## config.mk

```make
export PLATFORM = sky130hd
export DESIGN_NAME = particle_sensor_frame_parser
export DESIGN_NICKNAME = d
export VERILOG_FILES = /design/src/psfp_pkg.sv /design/src/particle_sensor_frame_parser.sv /design/src/psfp_ctrl.sv /design/src/psfp_datapath.sv
export SDC_FILE = /design/constraint.sdc
export NUM_CORES = 1
export LEC_CHECK = 0
export BUFFER_PORTS_ARGS = -buffer_cell sky130_fd_sc_hd__buf_2
export CAP_MARGIN = 0
export CORE_MARGIN = 8
export CORE_UTILIZATION = 50
export CTS_CLUSTER_DIAMETER = 40
export DETAILED_ROUTE_END_ITERATION = 12
export PLACE_DENSITY = 0.66
export SKIP_LAST_GASP = 1
export SLEW_MARGIN = 20
export SYNTH_ARGS = -nofsm -noshare
export SYNTH_HDL_FRONTEND = slang
export SYNTH_HIERARCHICAL = 1
export SYNTH_SLANG_ARGS = --single-unit
```

## constraint.sdc

```tcl
create_clock -name clk -period 2.78 [get_ports clk]
set_input_delay 0.417 -clock clk [delete_from_list [all_inputs] [get_ports clk]]
set_output_delay 0.417 -clock clk [all_outputs]
set_load 0.05 [all_outputs]
```

## src/psfp_pkg.sv

```systemverilog
// ----------------------------------------------------------------------------
// psfp_pkg
// shared constants and controller/datapath handshake types for the
// particle sensor frame parser
// ----------------------------------------------------------------------------
package psfp_pkg;

  localparam int unsigned FRAME_WORDS_DEF = 15;
  localparam int unsigned COUNT_W         = 6;
  localparam int unsigned BYTE_W          = 8;
  localparam int unsigned WORD_W          = 16;
  localparam int unsigned INDEX_W         = 4;
  localparam logic [7:0]  START_BYTE      = 8'h42;

  // commands from the controller to the datapath
  typedef struct packed {
    logic take_byte;
    logic emit_step;
  } ctrl_cmd_t;

  // status from the datapath to the controller
  typedef struct packed {
    logic frame_end;
    logic emit_last;
  } dp_stat_t;

endpackage

```

## src/particle_sensor_frame_parser.sv

```systemverilog
// ----------------------------------------------------------------------------
// particle_sensor_frame_parser
// parses the byte stream of a particle sensor serial link into word runs
// ----------------------------------------------------------------------------
// usage:
//   in_*  : one received byte per request. bytes are dropped until a 0x42
//           start byte opens a frame of 2 + 2*FRAME_WORDS bytes.
//   out_* : at frame end the block emits FRAME_WORDS requests, one word
//           each: word index, big-endian value, frame_ok (byte sum of all
//           but the last two bytes equals the checksum word) and last.
//   timing: bytes are taken while receiving. the first word is offered
//           the cycle after the frame's final byte, then one word per
//           cycle while out_ready is high.
//   throughput: set by the single controller loop: input is held off
//           (in_ready low) for the whole word run, reads of the word
//           register file are one per cycle.
//   stalls: while out_ready is low the current word holds and no byte is
//           taken.
//   reset: rst_n low (synchronous) returns to hunting for a start byte with
//           nothing pending.
// ----------------------------------------------------------------------------
module particle_sensor_frame_parser #(
  parameter int unsigned FRAME_WORDS = psfp_pkg::FRAME_WORDS_DEF
) (
  input  logic                          clk,
  input  logic                          rst_n,
  input  logic                          in_valid,
  output logic                          in_ready,
  input  logic [psfp_pkg::BYTE_W-1:0]   in_rx_byte,
  output logic                          out_valid,
  input  logic                          out_ready,
  output logic [psfp_pkg::INDEX_W-1:0]  out_word_index,
  output logic [psfp_pkg::WORD_W-1:0]   out_word_value,
  output logic                          out_frame_ok,
  output logic                          out_last
);

  psfp_pkg::ctrl_cmd_t cmd;
  psfp_pkg::dp_stat_t  stat;

  psfp_ctrl u_ctrl (
    .clk       (clk),
    .rst_n     (rst_n),
    .in_valid  (in_valid),
    .in_ready  (in_ready),
    .out_valid (out_valid),
    .out_ready (out_ready),
    .stat      (stat),
    .cmd       (cmd)
  );

  psfp_datapath #(
    .FRAME_WORDS (FRAME_WORDS)
  ) u_datapath (
    .clk        (clk),
    .rst_n      (rst_n),
    .cmd        (cmd),
    .stat       (stat),
    .rx_byte    (in_rx_byte),
    .word_index (out_word_index),
    .word_value (out_word_value),
    .frame_ok   (out_frame_ok),
    .last       (out_last)
  );

  // input and output never open together
  a_excl: assert property (@(posedge clk) disable iff (!rst_n)
    !(in_ready && out_valid))
    else $error("in_ready and out_valid high together");

  // end of a run hands back to receiving
  a_run_end: assert property (@(posedge clk) disable iff (!rst_n)
    (out_valid && out_ready && out_last) |=> (in_ready && !out_valid))
    else $error("no return to receiving after last word");

  // words of a run come in order without gaps
  a_run_seq: assert property (@(posedge clk) disable iff (!rst_n)
    (out_valid && out_ready && !out_last) |=>
      (out_valid && (out_word_index == 4'($past(out_word_index) + 4'd1))))
    else $error("word run out of sequence");

  // the checksum flag is one value for the whole run
  a_ok_stable: assert property (@(posedge clk) disable iff (!rst_n)
    (out_valid && $past(out_valid)) |-> $stable(out_frame_ok))
    else $error("frame_ok changed within a run");

endmodule

```

## src/psfp_ctrl.sv

```systemverilog
// ----------------------------------------------------------------------------
// psfp_ctrl
// controller: takes bytes while receiving, then drives the word run at
// frame end until its last word is taken
// ----------------------------------------------------------------------------
module psfp_ctrl (
  input  logic                clk,
  input  logic                rst_n,
  input  logic                in_valid,
  output logic                in_ready,
  output logic                out_valid,
  input  logic                out_ready,
  input  psfp_pkg::dp_stat_t  stat,
  output psfp_pkg::ctrl_cmd_t cmd
);

  typedef enum logic [1:0] {
    ST_RECV = 2'b01,
    ST_EMIT = 2'b10
  } state_t;

  state_t state_r;
  state_t state_nxt;

  always_comb begin
    in_ready      = 1'b0;
    out_valid     = 1'b0;
    cmd.take_byte = 1'b0;
    cmd.emit_step = 1'b0;
    state_nxt     = state_r;
    unique case (state_r)
      ST_RECV: begin
        in_ready      = 1'b1;
        cmd.take_byte = in_valid;
        if (in_valid && stat.frame_end) begin
          state_nxt = ST_EMIT;
        end
      end
      ST_EMIT: begin
        out_valid     = 1'b1;
        cmd.emit_step = out_ready;
        if (out_ready && stat.emit_last) begin
          state_nxt = ST_RECV;
        end
      end
      default: begin
        state_nxt = ST_RECV;
      end
    endcase
  end

  always_ff @(posedge clk) begin
    if (!rst_n) begin
      state_r <= ST_RECV;
    end else begin
      state_r <= state_nxt;
    end
  end

endmodule

```

## src/psfp_datapath.sv

```systemverilog
// ----------------------------------------------------------------------------
// psfp_datapath
// byte position counter, wrapping byte sum, word assembly into a small
// register file and the read-out index for the word run
// ----------------------------------------------------------------------------
module psfp_datapath #(
  parameter int unsigned FRAME_WORDS = psfp_pkg::FRAME_WORDS_DEF
) (
  input  logic                                clk,
  input  logic                                rst_n,
  input  psfp_pkg::ctrl_cmd_t                 cmd,
  output psfp_pkg::dp_stat_t                  stat,
  input  logic [psfp_pkg::BYTE_W-1:0]         rx_byte,
  output logic [psfp_pkg::INDEX_W-1:0]        word_index,
  output logic [psfp_pkg::WORD_W-1:0]         word_value,
  output logic                                frame_ok,
  output logic                                last
);

  localparam int unsigned FRAME_BYTES = 2 + 2 * FRAME_WORDS;
  localparam int unsigned SUM_BYTES   = 2 * FRAME_WORDS;
  localparam int unsigned IDX_W       = $clog2(FRAME_WORDS);
  localparam int unsigned CW          = psfp_pkg::COUNT_W;

  logic [CW-1:0]                  pos_r;
  logic [psfp_pkg::WORD_W-1:0]    sum_r;
  logic [psfp_pkg::BYTE_W-1:0]    hold_r;
  logic                           ok_r;
  logic [IDX_W-1:0]               idx_r;
  logic [psfp_pkg::WORD_W-1:0]    words_r [FRAME_WORDS];
  logic [psfp_pkg::WORD_W-1:0]    rd_word_r;

  logic [CW-1:0]                  pos_nxt;
  logic [psfp_pkg::WORD_W-1:0]    sum_nxt;
  logic [psfp_pkg::WORD_W-1:0]    word_asm;
  logic [CW-1:0]                  pos_off;
  logic [IDX_W-1:0]               wr_addr;
  logic                           wr_en;
  logic [IDX_W-1:0]               rd_addr;
  logic                           rd_en;
  logic [IDX_W+psfp_pkg::INDEX_W-1:0] idx_ext;

  assign word_asm = {hold_r, rx_byte};
  assign pos_off  = pos_r - CW'(2);
  assign wr_addr  = pos_off[IDX_W:1];
  assign wr_en    = cmd.take_byte && (pos_r >= CW'(2)) && pos_r[0];

  // word 0 is fetched as the frame closes, each later word as the one before is taken
  assign rd_en    = (cmd.take_byte && stat.frame_end) || (cmd.emit_step && !stat.emit_last);
  assign rd_addr  = cmd.emit_step ? (idx_r + IDX_W'(1)) : '0;

  assign stat.frame_end = (pos_r == CW'(FRAME_BYTES - 1));
  assign stat.emit_last = (idx_r == IDX_W'(FRAME_WORDS - 1));

  always_comb begin
    pos_nxt = pos_r;
    sum_nxt = sum_r;
    if (pos_r == '0) begin
      // hunting: only the start byte opens a frame
      if (rx_byte == psfp_pkg::START_BYTE) begin
        pos_nxt = CW'(1);
        sum_nxt = {{(psfp_pkg::WORD_W - psfp_pkg::BYTE_W){1'b0}}, rx_byte};
      end
    end else begin
      if (pos_r < CW'(SUM_BYTES)) begin
        sum_nxt = sum_r + {{(psfp_pkg::WORD_W - psfp_pkg::BYTE_W){1'b0}}, rx_byte};
      end
      if (stat.frame_end) begin
        pos_nxt = '0;
      end else begin
        pos_nxt = pos_r + CW'(1);
      end
    end
  end

  always_ff @(posedge clk) begin
    if (!rst_n) begin
      pos_r  <= '0;
      sum_r  <= '0;
      hold_r <= '0;
      ok_r   <= 1'b0;
      idx_r  <= '0;
    end else begin
      if (cmd.take_byte) begin
        pos_r <= pos_nxt;
        sum_r <= sum_nxt;
        if ((pos_r >= CW'(2)) && !pos_r[0]) begin
          hold_r <= rx_byte;
        end
        if (stat.frame_end) begin
          // the checksum word is the one being completed now
          ok_r  <= (sum_r == word_asm);
          idx_r <= '0;
        end
      end
      if (cmd.emit_step) begin
        idx_r <= stat.emit_last ? '0 : idx_r + IDX_W'(1);
      end
    end
  end

  always_ff @(posedge clk) begin
    if (wr_en) begin
      words_r[wr_addr] <= word_asm;
    end
    if (rd_en) begin
      rd_word_r <= words_r[rd_addr];
    end
  end

  assign idx_ext    = {{psfp_pkg::INDEX_W{1'b0}}, idx_r};
  assign word_index = idx_ext[psfp_pkg::INDEX_W-1:0];
  assign word_value = rd_word_r;
  assign frame_ok   = ok_r;
  assign last       = stat.emit_last;

endmodule
```

[After elaboration in Yosys (flattened, before gate mapping)]
Memories as Yosys holds them, arrays and structs flattened. A register that Yosys moved wholly into a read port is not among the register bits.
Cells that the tools add are included.
Word-level totals
  latch bits: 0
  ROM bits: 0
  input port bits: 12
  memory bits (writable): 240
  bits in registers: 37
  memories: 1
Memories
  u_datapath.words_r: words 15, width 16, read ports 1, clocked after Yosys merged registers in 1, write ports 1, line psfp_datapath.sv:30  | logic [psfp_pkg::WORD_W-1:0] words_r [FRAME_WORDS];
Cells by class
  add/subtract/negate cells: 4
  mux-type cells: 20
  equality and inequality tests: 9
  reductions and logical operators: 20
  shifts and indexed selects: 0
  div/mod/pow operators: 0
  bitwise logic cells: 0
  order comparisons: 2
  $mul: 0
Operators with widths (count)
  two-way mux 16 bit: 3
  two-way mux 4 bit: 5
  two-way mux 6 bit: 3
  adder 16 x 8 -> 16 bit: 1
  equality test 16 bit: 1
  AND reduction 2 bit: 5
  equality test 8 x 7 -> 1 bit, second input constant: 1
  logical AND 1 bit: 7
  adder 6 x 1 -> 6 bit, second input constant: 1
  equality test 6 x 5 -> 1 bit, second input constant: 1
  greater-or-equal comparator 6 x 2 -> 1 bit, second input constant: 1
  logical NOT 6 bit: 1
  < comparator 6 x 5 -> 1 bit, second input constant: 1
  two-way mux 1 bit: 6
  nonzero test 2 bit: 3
  subtractor 5 x 2 -> 5 bit, second input constant: 1
  adder 4 x 1 -> 4 bit, second input constant: 1
  equality test 4 bit, second input constant: 1
  two-way mux 2 bit: 2
  inequality test 2 x 1 -> 1 bit, second input constant: 2
  one-hot mux 2 bit (2 select lines): 1
  AND reduction 3 bit: 1
  equality test 2 x 1 -> 1 bit, second input constant: 1
  equality test 2 bit, second input constant: 1
  3 further kinds: 4

[Depth between registers and ports, before layout]
Gate-level depths: netlist of run 1.
  word-level depth: 6
  gate-level depth with buffers: 11
  mapped depth without buffers: 7

[By module]
Netlist of run 1, hierarchy kept.
By module, submodules not included
  psfp_datapath: cells each 848, times used 1, sequential area each 8388.0 µm², area an instance 12055.3 µm²
  psfp_ctrl: cells each 10, times used 1, sequential area each 40.0 µm², area an instance 105.1 µm²

[Worst setup path after synthesis of run 1]
Ideal clock, no wire load.
  path type: register to register
  start point: register u_ctrl.state_r[0]
  end point: memory u_datapath/words_r[3][0] (netlist name) (enable)
  path buffers: 1
  stages on the path, launching flop included: 6
  arrival: 2.857 ns
  library setup time: 0.430 ns
  data required time: 2.350 ns
  clock period less this slack: 3.287 ns
  slack: -0.507 ns
  cells stage by stage: dfxtp_1 > nor2b_4 > and2_2 > buf_2 > nand2_1 > nor4_1
RTL lines
  start: declaration: line psfp_ctrl.sv:22  | state_t state_r;
  start signal: assignment: line psfp_ctrl.sv:56  | state_r <= state_nxt;
  end: declaration: line psfp_datapath.sv:30

==> results of run 1 <==
==> power by group <==
part / total [W] / switching [W] / internal, W
sequential: 0.00474 / 0.000000454 / 0.00474
clock: 0.00438 / 0.00174 / 0.00264
combinational: 0.000105 / 0.0000733 / 0.0000321
==> critical path: stages, from the launching register on <==
cell and delay [ns]:
dfxtp_1 0.38, nor2b_4 0.19, and2_1 0.25, buf_4 0.19
nor2b_2 0.22, buf_4 0.33, nand2_1 0.10, a311oi_1 0.38
a31oi_1 0.11, a21oi_1 0.16
==> sequential cells by signal, summed over array words and instances (netlist names) <==
name                   cells
u_ctrl/state_r             2
u_datapath/frame_ok        1
u_datapath/hold_r          8
u_datapath/pos_r           6
u_datapath/sum_r          16
u_datapath/word_index      4
u_datapath/word_value     16
u_datapath/words_r       240
==> how the worst max path moves through the flow <==
| stage | slack (ns) | cells past startpoint | startpoint | end |
|---|---|---|---|---|
| after floorplan | -0.51 | 5 | u_ctrl/state_r[0]$_SDFFE_PN1P_ | u_datapath/words_r[3][0]$_DFFE_PP_ |
| after global placement | 0.38 | 7 | in_rx_byte[7] | u_datapath/sum_r[15]$_SDFFE_PN0P_ |
| after detailed placement | 0.33 | 7 | in_rx_byte[7] | u_datapath/sum_r[15]$_SDFFE_PN0P_ |
| after CTS | 0.34 | 9 | u_ctrl/state_r[1]$_SDFFE_PN0P_ | u_datapath/word_value[15]$_DFFE_PP_ |
| after global routing | 0.18 | 9 | u_ctrl/state_r[1]$_SDFFE_PN0P_ | u_datapath/word_value[14]$_DFFE_PP_ |
| final | 0.31 | 9 | u_ctrl/state_r[1]$_SDFFE_PN0P_ | u_datapath/word_value[15]$_DFFE_PP_ |
==> Yosys cell counts (all sizes together) (12+ instances only) <==
cell      n  area (µm²)
mux2i    27         270
and3     13        81.3
mux4     13         293
dfxtp    37         741
nand2    96         360
mux2     14         158
o22ai    13        81.3
ha       12         150
o21ai    32         160
edfxtp  256        7690
a21oi    31         155
a311oi   22         193
buf      24         136
clkbuf   30         113
and4     14         123
nor2     25        96.4
a221oi   13         114
nor2b    17         121
nand3    59         295
==> cells by family after synthesis <==
logic type | count (synthesis)
flip-flops | 293
XOR/XNOR | 21
buffers and inverters | 64
AO/OA/AOI/OAI | 147
multiplexers | 54
AND/OR/NAND/NOR | 266
adder cells (fa/ha/maj) | 13
==> stage by stage <==
step / TNS (ns) / hold slack (ns) / worst slack, ns
global placement: 0 / 0.450 / 0.382
detailed placement: 0 / 0.458 / 0.328
floorplan: -23.49 / 0.438 / -0.507
global route: 0 / 0.277 / 0.183
CTS: 0 / 0.272 / 0.336
finish: 0 / 0.282 / 0.314
==> layout make-up <==
cell class / count / share of cell area (%)
flip-flops and latches: 293 / 59.0
multi-input cells: 501 / 24.6
clock buffers: 48 / 7.28
repair buffers: 103 / 5.32
well taps: 324 / 2.84
clock inverters: 18 / 0.753
inverters: 10 / 0.263
==> metal layers <==
layer	track usage, %	vias to the layer above	share of wire, %
met2	35.4	289	50
met4	5.77	0	1.8
met5	0	-	0
met3	3.15	49	6.0
met1	27.0	3867	42
li1	-	3523	-
==> results.md, run 1 <==
- Final period util: 88.7%
- Initial Utilization: 50.4%
- Die Ht: 172 µm
- Hold path cells: 3
- Finished Core Util: 59.3%
- Largest family of logic cells by synthesized area: simple AND/OR/NAND/NOR gates
- Share of layout cells above drive strength 1: 21.1%
- Setup Fix Bufs, Post-CTS: 0
- First-pass DRT Iterations: 5
- Post-Route WL: 29.9 mm
- VDD IR max: ~460 µV
- Post-synthesis sequential area ratio: 69.3%
- Final Setup Violations: 0
- Leak: ~5.3 nW
- Reg2reg start: u_ctrl/state_r[1]$_SDFFE_PN0P_
- Outcome: completed
- Crit path required time: 3.15 ns
- Hold Startpoint: in_valid
- Htree depth: 2
- Most common cell after layout, fill and taps aside: edfxtp_1
- Port Buffers: 35
- Slew headroom: 54.7%
- Startpoint types: register
- Drt drc: 0
- Synth Instances: 858
- Area occupied by multi-input gates: between 3000 and 4000 µm²
- Vias: 7728
- Number of cell rows: 57
- FF-to-FF setup slack: 0.31 ns
- Worst-path clk slew: 0.06 ns
- Synth Area in Compound Gates: 8.21%
- Clock buffer depth: 3
- Post-route insts no fill: 1297
- Area of placed instances: 13100 µm²
- Reg2reg end: u_datapath/word_value[15]$_DFFE_PP_
- CTS sink count: approximately 300
- HPWL Detailed: 18.8 mm
- CORE AREA: between 20000 and 25000 µm²
- FMAX: ~0.4 GHz
- RSZ-0062 raised after global routing: no
- Power per cell area: 646 nW/µm²
- DP Cell Count: 1231
- Worst skew pair latency: between 0.5 and 0.6 ns
- Yosys cell types: slightly below 60
- Maxcap violations: 0
- Register Area: ~8400 µm²
- Main flop type after synthesis: edfxtp_1
- Hold Vio Cnt, Final: 0
- Crit end category: register
- Syn nets: around 880
- First-pass GRT wire length: 45.6 mm
- Initial antenna violation count: 0
- Gr usage total: between 20% and 30%
- Crit Path Class: reg -> reg
- Cts repair resizes: 0
- Worst slew pin tran: a little under 0.7 ns
- Largest net degree at the start of global routing: 40
- R2R cell count: 9
- CP max FO: 24
- Routed Antenna Nets: 0
- Syn Area/Cell: 14.2 µm²
- Fin nets: 971
- Vias/cell: 5.96
- Synthesized-area fraction occupied by adder cells: 1.40%
- Design area: roughly 14000 µm²
- Async SR Flop Fraction: 0%
- Die Span X: 172 µm
- Fillers: 1930
- XOR/XNOR Fraction of Synth Area: 1.51%
- Worst path arrival time: 2.83 ns
- Mapped Area: 12200 µm²
- Max Clock Skew: 0.0190 ns
- Area Overhead vs Synth: 17.5%
- DR iter-0 viols: 788
- CTS tree: built
- CTS Hold Bufs: 0
- Gr ovfl total: 0
- Worst Hold End: u_ctrl/state_r[0]$_SDFFE_PN1P_
- Vias in the first global route: 7550
- CTS Buf Count: 37
- DIE AREA: 29600 µm²
- Synth Area in Simple Gates: a little under an eighth
- Most frequent cells in the layout: edfxtp_1 (256), nand2_1 (96), buf_4 (62), nand3_1 (59), clkbuf_16 (39)
- Antenna diode count: 0
- Routed wire length per instance: between 20 and 25 µm
- Number of synthesized flops with an enable pin: 256
- Seq cells post-synth: between 200 and 300
- Hold Crit Class: in -> reg
- IO Count: 36
- GPL Wtd Cong: 0.863
- Clk root buf: clkbuf_16
- Yosys warns: 6
- Final total power: between 0.009 and 0.01 W
- Mux contribution to synthesized area: 5.93%
- Max-slew violation count: 0
- Post-layout minimum cycle time: 2.47 ns
(Power assumes the default switching activity.)
==> run 2, diff against run 1 <==
--- a/config.mk
+++ b/config.mk
@@ -5,13 +5,14 @@
 export SDC_FILE = /design/constraint.sdc
 export NUM_CORES = 1
 export LEC_CHECK = 0
+export ABC_AREA = 1
 export BUFFER_PORTS_ARGS = -buffer_cell sky130_fd_sc_hd__buf_2
 export CAP_MARGIN = 0
 export CORE_MARGIN = 8
-export CORE_UTILIZATION = 50
+export CORE_UTILIZATION = 55
 export CTS_CLUSTER_DIAMETER = 40
 export DETAILED_ROUTE_END_ITERATION = 12
-export PLACE_DENSITY = 0.66
+export PLACE_DENSITY = 0.72
 export SKIP_LAST_GASP = 1
 export SLEW_MARGIN = 20
 export SYNTH_ARGS = -nofsm -noshare
==> run 2 against run 1 <==
Critical path depth is 1 higher. Area after synthesis is 3.4% higher. Routed wire length rose by 3.5%. Worst hold slack lost 0.054 ns. First-iteration DRC count up 11%. Setup slack gained 0.13 ns. Largest power group unchanged. Cell area up 0.33%.
==> results.md, run 2 <==
- Outcome: completed
- Fin nets: 1217
- Port Buffers: 35
- Gr usage total: between 20% and 30%
- Most common cell in the netlist: edfxtp_1
- RSZ-0062 raised after global routing: no
- Max-slew violation count: 0
- Largest net degree at the start of global routing: approximately 100
- Share of layout cells above drive strength 1: between 10 and 15%
- Initial antenna violation count: 1
- Most frequent cells in the layout: edfxtp_1 (256), nand2_1 (194), nor2_1 (166), o21ai_0 (86), inv_1 (60)
- Post-layout minimum cycle time: 2.34 ns
- Die Ht: 167 µm
- First-pass DRT Iterations: 5
- Worst-path clk slew: 0.06 ns
- Initial Utilization: a little under three fifths
- CTS Hold Bufs: 0
- Routed Antenna Nets: 0
- CTS tree: built
- Setup Fix Bufs, Post-CTS: 0
- VDD IR max: 361 µV
- DR iter-0 viols: between 800 and 900
- Final period util: a little over four fifths
- Drt drc: 0
- First-pass GRT wire length: 47.4 mm
- Mapped Area: 12600 µm²
- Post-Route WL: just over 30 mm
- CTS sink count: between 200 and 300
- Htree depth: 2
- Vias in the first global route: 8350
- Slew headroom: 54.1%
- Leak: 5.34 nW
- Cts repair resizes: 0
- Seq cells post-synth: ~290
- Crit end category: register
- Worst skew pair latency: 0.52 ns
- Clk root buf: clkbuf_16
- Yosys warns: 6
- Synth Instances: 1138
- Register Area: roughly 8400 µm²
- Maxcap violations: 0
- Top cell type by total area after synthesis: edfxtp_1
- Synth area leaders: edfxtp_1 (61%), dfxtp_1 (5.9%), nand2_1 (5.8%)
- Clock buffer depth: 3
- Crit Path Class: reg -> reg
- Syn nets: 1163
- IO Count: 36
- Largest reg by FF count: u_datapath/words_r
- Most common cell after layout, fill and taps aside: edfxtp_1
- CORE AREA: between 20000 and 25000 µm²
- CP max FO: 65
- Hold Vio Cnt, Final: 0
- GPL Wtd Cong: about 0.85
- Area Overhead vs Synth: 14.1%
- HPWL Detailed: roughly 18 mm
- Startpoint types: register
- Crit path required time: 3.17 ns
- Vias/cell: 5.87
- Power per cell area: between 600 and 700 nW/µm²
- Syn Area/Cell: between 10 and 15 µm²
- CTS Buf Count: 38
- Async SR Flop Fraction: 0%
- Hold Crit Class: in -> reg
- Worst path arrival time: about 2.7 ns
- Number of cell rows: 55
- Commonest cells post-synth: edfxtp_1 (256), nand2_1 (194), nor2_1 (176)
- Main flop type after synthesis: edfxtp_1
- Post-synthesis sequential area ratio: 67.0%
- Largest register FFs: 240
- Setup_tns: 0 ns
- Gr ovfl total: 0
- Fillers: 1750
- Yosys cell types: 46
- Routed wire length per instance: 20.5 µm
- Vias: 8859
- Worst slew pin tran: 0.688 ns
- Final total power: roughly 0.0095 W
- Die Span X: 167 µm
- Number of synthesized flops with an enable pin: 256
- Final Setup Violations: 0
- Max Clock Skew: about 0.011 ns
- DIE AREA: 27900 µm²
- Synth top area share: 61.2%
- FMAX: 0.427 GHz
- Area occupied by multi-input gates: 3590 µm²
==> run 2: cell types whose count changed after synthesis, sizes merged, moves of 17 or more <==
| cell | change |
|---|---|
| nor2b | -17 |
| clkbuf | -22 |
| nor2 | +159 |
| a311oi | -22 |
| mux2i | -27 |
| inv | +62 |
| o221ai | +18 |
| o21ai | +90 |
| buf | +19 |
| a21oi | +26 |
| nand2 | +105 |
==> run 2: layout make-up <==
cell class                 instances  share of cell area [%]
timing repair buffer              65                    3.23
tap                              285                    2.49
sequential                       293                    58.8
multi-input combinational        720                    25.1
inverter                          74                    1.95
clock inverter                    26                    1.68
clock buffer                      44                    6.79
antenna                            1                  0.0175
==> run 2: through the flow <==
stage / hold WS, ns / instances / utilization [%] / cell area, µm² / setup slack, ns
after floorplan: 0.459 / 1138 / - / 12600 / 0.191
after global placement: 0.471 / 1437 / 58.1 / 13100 / 0.458
after detailed placement: 0.480 / 1437 / 58.1 / 13100 / 0.408
after CTS: 0.211 / 1507 / 63.5 / 14300 / 0.466
after global routing: 0.241 / 1508 / 63.5 / 14300 / 0.284
final: 0.228 / 1508 / 63.5 / 14300 / 0.439
==> run 2: kinds of logic after synthesis <==
group / share of synthesized area, %
xor gates and xnor gates: 0.408
adders and majority gates: 1.35
and+or+nand+nor: 16.1
AOI/OAI and AO/OA: 10.5
buffers and inverters: 4.65
DFF: 67.0
==> run 2: path summary, 6_finish.rpt <==
path,start,slack [ns],cells past startpoint,end
worst max-delay path,u_datapath/word_index[0]$_SDFFE_PN0P_,0.44,10,u_datapath/word_value[5]$_DFFE_PP_
worst min-delay path,out_ready,0.23,4,u_ctrl/state_r[1]$_SDFFE_PN0P_
worst max register to register,u_datapath/word_index[0]$_SDFFE_PN0P_,0.44,10,u_datapath/word_value[5]$_DFFE_PP_
worst min register to register,u_datapath/sum_r[0]$_SDFFE_PN0P_,0.50,2,u_datapath/sum_r[0]$_SDFFE_PN0P_
==> run 2: critical path, stage by stage (launching register included) <==
cell and delay (ns):
dfxtp_1 0.36, inv_2 0.08, ha_1 0.37, nor2_8 0.38
buf_12 0.33, nand2_1 0.09, o22ai_1 0.18, nand2_1 0.07
o21ai_1 0.14, nand2_1 0.09, nand2_1 0.08
==> run 2: where the power goes <==
group | leakage [nW] | switching, W | total (W) | internal, W
Sequential | 2.70 | 0.000000526 | 0.00474 | 0.00474
Combinational | 2.06 | 0.0000814 | 0.000107 | 0.0000257
Clock | 0.590 | 0.00190 | 0.00466 | 0.00276
==> run 2: metal layers <==
metal	part of all wire [%]	track usage [%]
met2	49	36.8
met3	8.1	3.81
met5	0	0
met1	39	27.6
met4	3.4	8.85
